`src/design/skf_pkg.sv`:
```
// ----------------------------------------------------------------------------
// skf_pkg: shared types and constants of the scalar Kalman filter
// Holds the fixed-point widths, the register map, the microcode word layout
// and the microcode program that sequences one filter update.
// ----------------------------------------------------------------------------
`default_nettype none

package skf_pkg;

    // Sample and estimate width, signed Q16.16.
    localparam int SAMPLE_WIDTH = 32;
    // Covariance and noise registers, unsigned Q16.16.
    localparam int COV_W = 32;
    // Gain, unsigned Q1.16 with 65536 meaning 1.0.
    localparam int GAIN_W = 17;
    localparam int FRAC_W = 16;

    localparam logic [GAIN_W-1:0] ONE_Q16  = 17'd65536;
    localparam logic [COV_W-1:0]  COV_INIT = 32'd655360;
    localparam logic [COV_W-1:0]  MEAS_NOISE_RESET = 32'd65536;
    localparam logic [COV_W-1:0]  PROC_NOISE_RESET = 32'd655;

    // Configuration port.
    localparam int CFG_INDEX_W = 2;
    localparam int CFG_DATA_W  = 32;
    localparam logic [CFG_INDEX_W-1:0] REG_MEAS_NOISE = 2'd0;
    localparam logic [CFG_INDEX_W-1:0] REG_PROC_NOISE = 2'd1;

    // Shared multiplier: an 18-bit signed operand (zero-extended gain) times
    // a signed operand wide enough for the innovation and for the covariance.
    localparam int MUL_A_W = GAIN_W + 1;
    localparam int MUL_B_W = (SAMPLE_WIDTH + 1 > COV_W + 1) ? SAMPLE_WIDTH + 1 : COV_W + 1;
    localparam int PROD_W  = MUL_A_W + MUL_B_W;

    // Divider: one quotient bit per cycle, 17 bits of gain.
    localparam int DEN_W      = COV_W + 1;
    localparam int REM_W      = COV_W + 2;
    localparam int DIV_STEPS  = GAIN_W;
    localparam int DIV_CNT_W  = $clog2(DIV_STEPS);
    localparam logic [DIV_CNT_W-1:0] DIV_LAST = DIV_CNT_W'(DIV_STEPS - 1);

    // Program counter and named program addresses.
    localparam int PC_W = 4;
    localparam logic [PC_W-1:0] PC_LOAD  = 4'd0;
    localparam logic [PC_W-1:0] PC_ADDQ  = 4'd1;
    localparam logic [PC_W-1:0] PC_DEN   = 4'd2;
    localparam logic [PC_W-1:0] PC_DIV   = 4'd3;
    localparam logic [PC_W-1:0] PC_MULI  = 4'd4;
    localparam logic [PC_W-1:0] PC_UPDE  = 4'd5;
    localparam logic [PC_W-1:0] PC_MULC  = 4'd6;
    localparam logic [PC_W-1:0] PC_UPDC  = 4'd7;
    localparam logic [PC_W-1:0] PC_FIRST = 4'd8;
    localparam logic [PC_W-1:0] PC_EMIT  = 4'd9;
    localparam logic [PC_W-1:0] PC_LAST  = PC_EMIT;

    // Datapath operation of one microcode step.
    typedef enum logic [3:0] {
        OP_LOAD      = 4'd0,  // capture the input word
        OP_ADD_Q     = 4'd1,  // P = sat(P + Q)
        OP_DEN       = 4'd2,  // den = P + R, set up the divider
        OP_DIV       = 4'd3,  // one quotient bit
        OP_MUL_INNOV = 4'd4,  // product = K * (sample - est)
        OP_UPD_EST   = 4'd5,  // est += floor(product / 2^16)
        OP_MUL_COV   = 4'd6,  // product = (1 - K) * P
        OP_UPD_COV   = 4'd7,  // P = floor(product / 2^16)
        OP_FIRST     = 4'd8,  // est = sample, P = 10.0, K = 0
        OP_EMIT      = 4'd9   // hand the result to the output register
    } skf_op_t;

    // Sequencing of one microcode step.
    typedef enum logic [2:0] {
        JC_NEXT     = 3'd0,  // fall through
        JC_GOTO     = 3'd1,  // unconditional jump
        JC_IF_FIRST = 3'd2,  // jump when the word starts a new sequence
        JC_DIV_LOOP = 3'd3,  // jump while quotient bits remain
        JC_WAIT_IN  = 3'd4,  // hold until an input word is accepted
        JC_WAIT_OUT = 3'd5   // hold until the output register is free, then jump
    } skf_jump_t;

    typedef struct packed {
        skf_op_t         op;
        skf_jump_t       jump;
        logic [PC_W-1:0] target;
    } skf_ucode_t;

    // Status from the datapath to the sequencer.
    typedef struct packed {
        logic first;
        logic div_last;
    } skf_status_t;

    // Microcode program.
    function automatic skf_ucode_t skf_ucode(input logic [PC_W-1:0] pc);
        skf_ucode_t w;
        w = '{op: OP_LOAD, jump: JC_GOTO, target: PC_LOAD};
        unique case (pc)
            PC_LOAD:  w = '{op: OP_LOAD,      jump: JC_WAIT_IN,  target: PC_LOAD};
            PC_ADDQ:  w = '{op: OP_ADD_Q,     jump: JC_IF_FIRST, target: PC_FIRST};
            PC_DEN:   w = '{op: OP_DEN,       jump: JC_NEXT,     target: PC_LOAD};
            PC_DIV:   w = '{op: OP_DIV,       jump: JC_DIV_LOOP, target: PC_DIV};
            PC_MULI:  w = '{op: OP_MUL_INNOV, jump: JC_NEXT,     target: PC_LOAD};
            PC_UPDE:  w = '{op: OP_UPD_EST,   jump: JC_NEXT,     target: PC_LOAD};
            PC_MULC:  w = '{op: OP_MUL_COV,   jump: JC_NEXT,     target: PC_LOAD};
            PC_UPDC:  w = '{op: OP_UPD_COV,   jump: JC_GOTO,     target: PC_EMIT};
            PC_FIRST: w = '{op: OP_FIRST,     jump: JC_NEXT,     target: PC_LOAD};
            PC_EMIT:  w = '{op: OP_EMIT,      jump: JC_WAIT_OUT, target: PC_LOAD};
            default:  w = '{op: OP_LOAD,      jump: JC_GOTO,     target: PC_LOAD};
        endcase
        return w;
    endfunction

endpackage

`default_nettype wire

```
`src/design/skf_in_if.sv`:
```
// ----------------------------------------------------------------------------
// skf_in_if: sample channel
// Valid/ready channel carrying one position sample and its first flag.
// ----------------------------------------------------------------------------
`default_nettype none

interface skf_in_if;
    import skf_pkg::*;

    logic                           valid;
    logic                           ready;
    logic signed [SAMPLE_WIDTH-1:0] sample;
    logic                           first_sample;

    modport source (output valid, output sample, output first_sample, input ready);
    modport sink   (input valid, input sample, input first_sample, output ready);
endinterface

`default_nettype wire

```
`src/design/skf_out_if.sv`:
```
// ----------------------------------------------------------------------------
// skf_out_if: result channel
// Valid/ready channel carrying the filtered estimate and the gain used.
// ----------------------------------------------------------------------------
`default_nettype none

interface skf_out_if;
    import skf_pkg::*;

    logic                           valid;
    logic                           ready;
    logic signed [SAMPLE_WIDTH-1:0] estimate;
    logic [GAIN_W-1:0]              gain;

    modport source (output valid, output estimate, output gain, input ready);
    modport sink   (input valid, input estimate, input gain, output ready);
endinterface

`default_nettype wire

```
`src/design/scalar_kalman_filter_core.sv`:
```
// ----------------------------------------------------------------------------
// scalar_kalman_filter_core: one-dimensional Kalman filter
// Microcoded sequencer over a fixed-point datapath. Each sample word yields
// one result word with the updated estimate and the gain that was used.
//
//   Channel    Dir  Handshake           Contents
//   in_ch      in   valid / ready       sample (Q16.16), first_sample
//   out_ch     out  valid / ready       estimate (Q16.16), gain (Q1.16)
//   cfg        in   cfg_wr_en           cfg_index, cfg_data (R, Q)
//
// From acceptance, a regular sample runs the add-Q, denominator, bit-serial
// gain divider, innovation multiply, estimate update, covariance multiply,
// covariance update and emit steps; a first sample runs add-Q, first-sample
// and emit, then wait for the next word; one word is in work at a time.
// The output register holds a result while the next sample is taken in;
// the sequencer stalls in its emit step only if that register is still full.
// Reset is asynchronous and needs no clearing pass.
// ----------------------------------------------------------------------------
`default_nettype none

module scalar_kalman_filter_core (
    input  wire logic                                clk,
    input  wire logic                                rst_n,
    skf_in_if.sink                                   in_ch,
    skf_out_if.source                                out_ch,
    input  wire logic                                cfg_wr_en,
    input  wire logic [skf_pkg::CFG_INDEX_W-1:0]     cfg_index,
    input  wire logic [skf_pkg::CFG_DATA_W-1:0]      cfg_data
);
    import skf_pkg::*;

    logic [COV_W-1:0]               meas_noise_reg;
    logic [COV_W-1:0]               proc_noise_reg;
    logic [PC_W-1:0]                pc_reg, pc_next;
    logic                           out_valid_reg;
    logic signed [SAMPLE_WIDTH-1:0] out_est_reg;
    logic [GAIN_W-1:0]              out_gain_reg;

    skf_ucode_t                     uword;
    skf_status_t                    status;
    logic                           in_accept;
    logic                           can_emit;
    logic                           emit;
    logic signed [SAMPLE_WIDTH-1:0] est_cur;
    logic [GAIN_W-1:0]              gain_cur;

    // Configuration registers; writes to unused indexes are dropped.
    always_ff @(posedge clk or negedge rst_n)
    begin
        if (!rst_n)
        begin
            meas_noise_reg <= MEAS_NOISE_RESET;
            proc_noise_reg <= PROC_NOISE_RESET;
        end
        else if (cfg_wr_en)
        begin
            if (cfg_index == REG_MEAS_NOISE)
            begin
                meas_noise_reg <= cfg_data;
            end
            else if (cfg_index == REG_PROC_NOISE)
            begin
                proc_noise_reg <= cfg_data;
            end
        end
    end

    // Microcode fetch and handshake qualifiers.
    assign uword     = skf_ucode(pc_reg);
    assign in_ch.ready = (uword.op == OP_LOAD);
    assign in_accept = in_ch.valid && in_ch.ready;
    assign can_emit  = !out_valid_reg || out_ch.ready;
    assign emit      = (uword.op == OP_EMIT) && can_emit;

    // Step sequencing.
    always_comb
    begin
        pc_next = pc_reg + 1'b1;
        unique case (uword.jump)
            JC_NEXT:
            begin
                pc_next = pc_reg + 1'b1;
            end
            JC_GOTO:
            begin
                pc_next = uword.target;
            end
            JC_IF_FIRST:
            begin
                pc_next = status.first ? uword.target : pc_reg + 1'b1;
            end
            JC_DIV_LOOP:
            begin
                pc_next = status.div_last ? pc_reg + 1'b1 : uword.target;
            end
            JC_WAIT_IN:
            begin
                pc_next = in_accept ? pc_reg + 1'b1 : pc_reg;
            end
            JC_WAIT_OUT:
            begin
                pc_next = can_emit ? uword.target : pc_reg;
            end
            default:
            begin
                pc_next = PC_LOAD;
            end
        endcase
    end

    always_ff @(posedge clk or negedge rst_n)
    begin
        if (!rst_n)
        begin
            pc_reg <= PC_LOAD;
        end
        else
        begin
            pc_reg <= pc_next;
        end
    end

    // Datapath.
    skf_datapath u_datapath (
        .clk        (clk),
        .rst_n      (rst_n),
        .op         (uword.op),
        .load_en    (in_accept),
        .sample_in  (in_ch.sample),
        .first_in   (in_ch.first_sample),
        .meas_noise (meas_noise_reg),
        .proc_noise (proc_noise_reg),
        .status     (status),
        .est_out    (est_cur),
        .gain_out   (gain_cur)
    );

    // Output register.
    always_ff @(posedge clk or negedge rst_n)
    begin
        if (!rst_n)
        begin
            out_valid_reg <= 1'b0;
        end
        else if (emit)
        begin
            out_valid_reg <= 1'b1;
        end
        else if (out_ch.ready)
        begin
            out_valid_reg <= 1'b0;
        end
    end

    always_ff @(posedge clk)
    begin
        if (emit)
        begin
            out_est_reg  <= est_cur;
            out_gain_reg <= gain_cur;
        end
    end

    assign out_ch.valid    = out_valid_reg;
    assign out_ch.estimate = out_est_reg;
    assign out_ch.gain     = out_gain_reg;

`ifndef SYNTH
    // The program counter never leaves the program.
    a_pc_in_program: assert property (@(posedge clk) disable iff (!rst_n)
        pc_reg <= PC_LAST)
        else $error("sequencer left the microcode program");

    // An accepted word always starts the update step.
    a_accept_starts: assert property (@(posedge clk) disable iff (!rst_n)
        in_accept |=> pc_reg == PC_ADDQ)
        else $error("accepted word did not start an update");

    // A delivered gain never exceeds one.
    a_gain_range: assert property (@(posedge clk) disable iff (!rst_n)
        out_ch.valid |-> out_ch.gain <= ONE_Q16)
        else $error("gain above 1.0 on the output");

    // Input is never taken while a word is still in the datapath.
    a_one_in_flight: assert property (@(posedge clk) disable iff (!rst_n)
        (pc_reg != PC_LOAD) |-> !in_ch.ready)
        else $error("input ready while an update is in progress");
`endif

endmodule

`default_nettype wire

```
`src/design/skf_datapath.sv`:
```
// ----------------------------------------------------------------------------
// skf_datapath: filter datapath
// Estimate and covariance state, a restoring divider for the gain and one
// shared multiplier, all driven by the operation field of the microcode word.
// ----------------------------------------------------------------------------
`default_nettype none

module skf_datapath (
    input  wire logic                                   clk,
    input  wire logic                                   rst_n,
    input  wire skf_pkg::skf_op_t                       op,
    input  wire logic                                   load_en,
    input  wire logic signed [skf_pkg::SAMPLE_WIDTH-1:0] sample_in,
    input  wire logic                                   first_in,
    input  wire logic [skf_pkg::COV_W-1:0]              meas_noise,
    input  wire logic [skf_pkg::COV_W-1:0]              proc_noise,
    output skf_pkg::skf_status_t                        status,
    output logic signed [skf_pkg::SAMPLE_WIDTH-1:0]     est_out,
    output logic [skf_pkg::GAIN_W-1:0]                  gain_out
);
    import skf_pkg::*;

    logic signed [SAMPLE_WIDTH-1:0] sample_reg;
    logic                           first_reg;
    logic signed [SAMPLE_WIDTH-1:0] est_reg, est_next;
    logic [COV_W-1:0]               cov_reg, cov_next;
    logic [COV_W-1:0]               p_reg, p_next;
    logic [DEN_W-1:0]               den_reg, den_next;
    logic                           den_zero_reg, den_zero_next;
    logic [REM_W-1:0]               rem_reg, rem_next;
    logic [GAIN_W-1:0]              q_reg, q_next;
    logic [DIV_CNT_W-1:0]           cnt_reg, cnt_next;
    logic signed [PROD_W-1:0]       prod_reg, prod_next;

    logic [COV_W:0]                 pq_sum;
    logic [COV_W-1:0]               p_sat;
    logic [DEN_W-1:0]               den_sum;
    logic                           rem_ge;
    logic [REM_W-1:0]               rem_sub;
    logic [GAIN_W-1:0]              gain_eff;
    logic signed [MUL_B_W-1:0]      innov;
    logic signed [MUL_A_W-1:0]      mul_a;
    logic signed [MUL_B_W-1:0]      mul_b;
    logic signed [PROD_W-1:0]       mul_p;

    // Saturating covariance prediction and the gain denominator.
    assign pq_sum  = {1'b0, cov_reg} + {1'b0, proc_noise};
    assign p_sat   = pq_sum[COV_W] ? '1 : pq_sum[COV_W-1:0];
    assign den_sum = {1'b0, p_reg} + {1'b0, meas_noise};

    // One restoring division step.
    assign rem_ge  = rem_reg >= {1'b0, den_reg};
    assign rem_sub = rem_ge ? (rem_reg - {1'b0, den_reg}) : rem_reg;

    // A zero denominator gives a gain of zero.
    assign gain_eff = den_zero_reg ? '0 : q_reg;

    // Exact innovation, one bit wider than the sample.
    assign innov = MUL_B_W'(sample_reg) - MUL_B_W'(est_reg);

    // Shared multiplier operand selection.
    always_comb
    begin
        if (op == OP_MUL_COV)
        begin
            mul_a = $signed({1'b0, ONE_Q16 - q_reg});
            mul_b = $signed({{(MUL_B_W-COV_W){1'b0}}, p_reg});
        end
        else
        begin
            mul_a = $signed({1'b0, gain_eff});
            mul_b = innov;
        end
    end

    assign mul_p = mul_a * mul_b;

    // Next-state logic per operation.
    always_comb
    begin
        est_next      = est_reg;
        cov_next      = cov_reg;
        p_next        = p_reg;
        den_next      = den_reg;
        den_zero_next = den_zero_reg;
        rem_next      = rem_reg;
        q_next        = q_reg;
        cnt_next      = cnt_reg;
        prod_next     = prod_reg;
        unique case (op)
            OP_ADD_Q:
            begin
                p_next = p_sat;
            end
            OP_DEN:
            begin
                den_next      = den_sum;
                den_zero_next = (den_sum == '0);
                rem_next      = {2'b00, p_reg};
                q_next        = '0;
                cnt_next      = '0;
            end
            OP_DIV:
            begin
                rem_next = {rem_sub[REM_W-2:0], 1'b0};
                q_next   = {q_reg[GAIN_W-2:0], rem_ge};
                cnt_next = cnt_reg + 1'b1;
            end
            OP_MUL_INNOV:
            begin
                prod_next = mul_p;
                q_next    = gain_eff;
            end
            OP_UPD_EST:
            begin
                est_next = est_reg + prod_reg[FRAC_W +: SAMPLE_WIDTH];
            end
            OP_MUL_COV:
            begin
                prod_next = mul_p;
            end
            OP_UPD_COV:
            begin
                cov_next = prod_reg[FRAC_W +: COV_W];
            end
            OP_FIRST:
            begin
                est_next = sample_reg;
                cov_next = COV_INIT;
                q_next   = '0;
            end
            OP_LOAD, OP_EMIT:
            begin
            end
            default:
            begin
            end
        endcase
    end

    // Filter state with reset values.
    always_ff @(posedge clk or negedge rst_n)
    begin
        if (!rst_n)
        begin
            est_reg <= '0;
            cov_reg <= COV_INIT;
        end
        else
        begin
            est_reg <= est_next;
            cov_reg <= cov_next;
        end
    end

    // Working registers; no reset needed.
    always_ff @(posedge clk)
    begin
        if (load_en)
        begin
            sample_reg <= sample_in;
            first_reg  <= first_in;
        end
        p_reg        <= p_next;
        den_reg      <= den_next;
        den_zero_reg <= den_zero_next;
        rem_reg      <= rem_next;
        q_reg        <= q_next;
        cnt_reg      <= cnt_next;
        prod_reg     <= prod_next;
    end

    assign status.first    = first_reg;
    assign status.div_last = (cnt_reg == DIV_LAST);
    assign est_out         = est_reg;
    assign gain_out        = q_reg;

endmodule

`default_nettype wire
```
`src/flat_wrapper.sv`:
```
// flat-port wrapper written by rule: the top's interface ports become plain ports
module scalar_kalman_filter_core_flat import skf_pkg::*;
  (clk, rst_n, cfg_wr_en, cfg_index, cfg_data, in_ch_valid, in_ch_sample, in_ch_first_sample, in_ch_ready, out_ch_valid, out_ch_estimate, out_ch_gain, out_ch_ready);
  skf_in_if in_ch_i ();
  skf_out_if out_ch_i ();
  input  wire logic clk;
  input  wire logic rst_n;
  input  wire logic cfg_wr_en;
  input  wire logic [skf_pkg::CFG_INDEX_W-1:0] cfg_index;
  input  wire logic [skf_pkg::CFG_DATA_W-1:0] cfg_data;
  input wire logic [$bits(in_ch_i.valid)-1:0] in_ch_valid;
  input wire logic [$bits(in_ch_i.sample)-1:0] in_ch_sample;
  input wire logic [$bits(in_ch_i.first_sample)-1:0] in_ch_first_sample;
  output wire logic [$bits(in_ch_i.ready)-1:0] in_ch_ready;
  output wire logic [$bits(out_ch_i.valid)-1:0] out_ch_valid;
  output wire logic [$bits(out_ch_i.estimate)-1:0] out_ch_estimate;
  output wire logic [$bits(out_ch_i.gain)-1:0] out_ch_gain;
  input wire logic [$bits(out_ch_i.ready)-1:0] out_ch_ready;
  assign in_ch_i.valid = in_ch_valid;
  assign in_ch_i.sample = in_ch_sample;
  assign in_ch_i.first_sample = in_ch_first_sample;
  assign in_ch_ready = in_ch_i.ready;
  assign out_ch_valid = out_ch_i.valid;
  assign out_ch_estimate = out_ch_i.estimate;
  assign out_ch_gain = out_ch_i.gain;
  assign out_ch_i.ready = out_ch_ready;
  scalar_kalman_filter_core u_core (.clk(clk), .rst_n(rst_n), .in_ch(in_ch_i), .out_ch(out_ch_i), .cfg_wr_en(cfg_wr_en), .cfg_index(cfg_index), .cfg_data(cfg_data));
endmodule
```
`config.mk`:
```
export PLATFORM = sky130hd
export DESIGN_NAME = scalar_kalman_filter_core_flat
export DESIGN_NICKNAME = d
export VERILOG_FILES = /design/src/design/skf_pkg.sv /design/src/design/skf_in_if.sv /design/src/design/skf_out_if.sv /design/src/design/scalar_kalman_filter_core.sv /design/src/design/skf_datapath.sv /design/src/flat_wrapper.sv
export SDC_FILE = /design/constraint.sdc
export NUM_CORES = 2
export LEC_CHECK = 0
export BUFFER_PORTS_ARGS = -buffer_cell sky130_fd_sc_hd__buf_2
export CAP_MARGIN = 20
export CORE_MARGIN = 4
export CORE_UTILIZATION = 35
export DETAILED_ROUTE_END_ITERATION = 10
export PLACE_DENSITY = 0.61
export SLEW_MARGIN = 20
export SYNTH_ARGS = -nofsm -noshare
export SYNTH_HDL_FRONTEND = slang
export SYNTH_SLANG_ARGS = --single-unit
```
`constraint.sdc`:
```
create_clock -name clk -period 10.5 [get_ports clk]
set_clock_uncertainty 0.2 [all_clocks]
set_input_delay 1.05 -clock clk [delete_from_list [all_inputs] [get_ports clk]]
set_output_delay 1.05 -clock clk [all_outputs]
set_load 0.02 [all_outputs]
```
==> results_dict.tcl <==
set metrics [dict create \
    path_class "reg -> reg" \
    synth_flop_cell "edfxtp_1" \
    crit_path_max_incr_delay_ns 0.65 \
    async_flop_share 0.3604 \
    synth_edf_count 236 \
    setup_viol 0 \
    period_share 0.9370 \
    area_growth_pct 10.85 \
    seq_area_sq_um 10430 \
    critPathRequiredTime_ns 10.67 \
    synth_seq_cells 369 \
    synth_warnings 0 \
    yosysSeqAreaShare 0.2601 \
    portBuffers 122 \
    fmax_mhz 101.6 \
    die_x_microns 346.4 \
    worstPathMaxFanout 7 \
    rows 123 \
    fin_crit_ns 9.838 \
    htreeDepth 2 \
    status "completed" \
    ff2ff_path_depth 34 \
    syn_inst 4242 \
    worst_hold_path_type "in -> async" \
    hold_buffers 0 \
    multiInputGateArea_sq_um 26520 \
    r2r_slack_ns 0.66 \
    fp.dieH_microns 346.4 \
    worst_pin_slew_ns 1.111 \
    clk_pin_slew_ns 0.07 \
    wl_per_cell_microns 20.36 \
    dpl.hpwl_microns 96220 \
    route.detailed.drc 0 \
    rsz0062_at_grt "no" \
    cp-end-kind "register" \
    insertion_delay_ns 0.62 \
    largest_reg_flops 34 \
    dieArea_sq_um 120000 \
    netlist_area_sq_um 40080 \
    worst_path_most_repeated_cell "fa_1" \
    tns_ns 0 \
    final_max_slew_viol_count 0 \
    cts-buffers-inserted 45 \
    timing.rr.end "u_core.u_datapath.prod_reg[47]" \
    routed_wl_microns 119800 \
    antenna_found_initial 6 \
    nFillCells 11250 \
    grt_max_degree 71 \
    grt_pass1_wl_microns 185400 \
    vias 30560 \
    dr.pass1.iters 6 \
    initial_core_util 0.3543 \
    overflow 0 \
    cts.sinks 369 \
    postRouteAntennaNets 0 \
    crit_arrival_ns 10.01 \
    critPathSlowestCell "mux2i_1" \
    track_usage 0.1986 \
    io_pins 123 \
    start_kind "register" \
    syn_nets 5111 \
    layout.nets 5215 \
    clock_path_buffers 3 \
    gp_congestion 0.9283 \
    drive_gt1_frac 0.09605 \
    cts_tree "yes" \
    via_per_inst 5.194 \
    synth_cell_type_count 78 \
    ctsRootBufferMaster "clkbuf_16" \
    max-cap-violations 0 \
    core_sq_um 113100 \
    drt_iter0_markers 2106 \
    first_global_vias 31040 \
    avgSynthCellArea_sq_um 9.448 \
    hold_viol_final 0 \
    cts_setup_buffers 0 \
    ctsResizeCount 0 \
    relSlewSlack 0.2592 \
    r2r-start "u_core.u_datapath.sample_reg[0]" \
]
## synthesized netlist by cell type, types with 69 or more instances
cell	instances	share of area
xnor2_1	106	0.023
mux2_2	69	0.019
a21oi_1	188	0.023
ha_1	278	0.087
o21ai_0	138	0.017
edfxtp_1	236	0.18
inv_1	720	0.067
clkbuf_1	133	0.012
nand2_1	491	0.046
dfrtp_1	124	0.077
fa_1	519	0.26
nor2_1	424	0.040
## per-stage QoR
stage / setup slack [ns] / area (sq um) / hold WS (ns) / cells / utilization
after floorplan: 0.9839 / 40080 / 0.2206 / 4242 / -
after global placement: 0.8983 / 42790 / 0.2632 / 5799 / 0.3783
after detailed placement: 0.7483 / 42800 / 0.2754 / 5799 / 0.3784
after CTS: 0.7242 / 44420 / 0.2565 / 5883 / 0.3927
after global routing: 0.05532 / 44430 / 0.2765 / 5883 / 0.3928
final: 0.6618 / 44430 / 0.2432 / 5884 / 0.3928
## worst max-delay path: cells and delay by family (launching register included)
kind	cells	cell delay (ns)
adders and majority gates	9	3.80
AOI/OAI and AO/OA	12	3.22
and+or+nand+nor	4	0.65
muxes	1	0.65
DFF	1	0.40
xor gates and xnor gates	3	0.38
buffers and inverters	5	0.28
## cells in the final DEF (no fill, tap or decap), types with 13 or more instances in the layout
master     instances
xnor2_1          106
dfrtp_1          124
a31oi_1           20
o21bai_1          15
o211ai_1          22
a21o_1            64
xor2_1            56
buf_2            121
nand4_1           13
edfxtp_1         236
nand2_1          490
buf_4             84
ha_1             278
nand2b_1          46
and2_1            23
fa_1             519
clkbuf_16         46
mux2i_1           47
a21oi_1          188
nor2_1           422
mux2_2            69
inv_1            720
o21a_1            41
nor3_1            46
nor2b_1           38
nand3_1           49
or3_1             23
a22o_1            41
and3_1            19
a211oi_1          30
o21ai_1           28
o21ai_0          134
## cells by family (layout without fill, tap and decap cells)
group           count (synthesis)  after routing  synth area share
mux                           116            116           0.03113
flops                         369            369            0.2601
compound gates                689            689            0.1101
xor+xnor                      162            162           0.03540
simple gates                 1236           1236            0.1352
buf+inv                       873           1014           0.08198
fa+ha+maj                     797            797            0.3460
other cells                     0              1                 0
## worst max-delay path by stage
stage,startpoint,endpoint,slack [ns],depth (start not counted)
after floorplan,u_core.pc_reg[0],u_core.u_datapath.prod_reg[47],0.98,29
after global placement,u_core.u_datapath.est_out[0],u_core.u_datapath.prod_reg[47],0.90,33
after detailed placement,u_core.u_datapath.est_out[0],u_core.u_datapath.prod_reg[47],0.75,33
after CTS,u_core.u_datapath.sample_reg[0],u_core.u_datapath.prod_reg[47],0.72,34
after global routing,u_core.u_datapath.est_out[1],u_core.u_datapath.prod_reg[47],0.06,34
final,u_core.u_datapath.sample_reg[0],u_core.u_datapath.prod_reg[47],0.66,34
## layout make-up
class                           instances  share of cell area
Inverter                              723             0.06108
Clock inverter                         32            0.009603
Clock buffer                           52             0.02687
Multi-Input combinational cell       3000              0.5969
Timing Repair Buffer                  207             0.02853
Tap cell                             1500             0.04224
Antenna cell                            1          0.00005632
Sequential cell                       369              0.2347
## per-layer routing
metal,global-route usage,part of all wire,vias up
met1,0.2543,0.41,15360
li1,-,-,14050
met4,0.06232,0.034,2
met5,0,0.00011,-
met3,0.03283,0.070,194
met2,0.3437,0.49,960
Power is left out: the tool's default activity adds up to more than one toggle a clock period on the data nets, which glitch-free logic cannot reach.
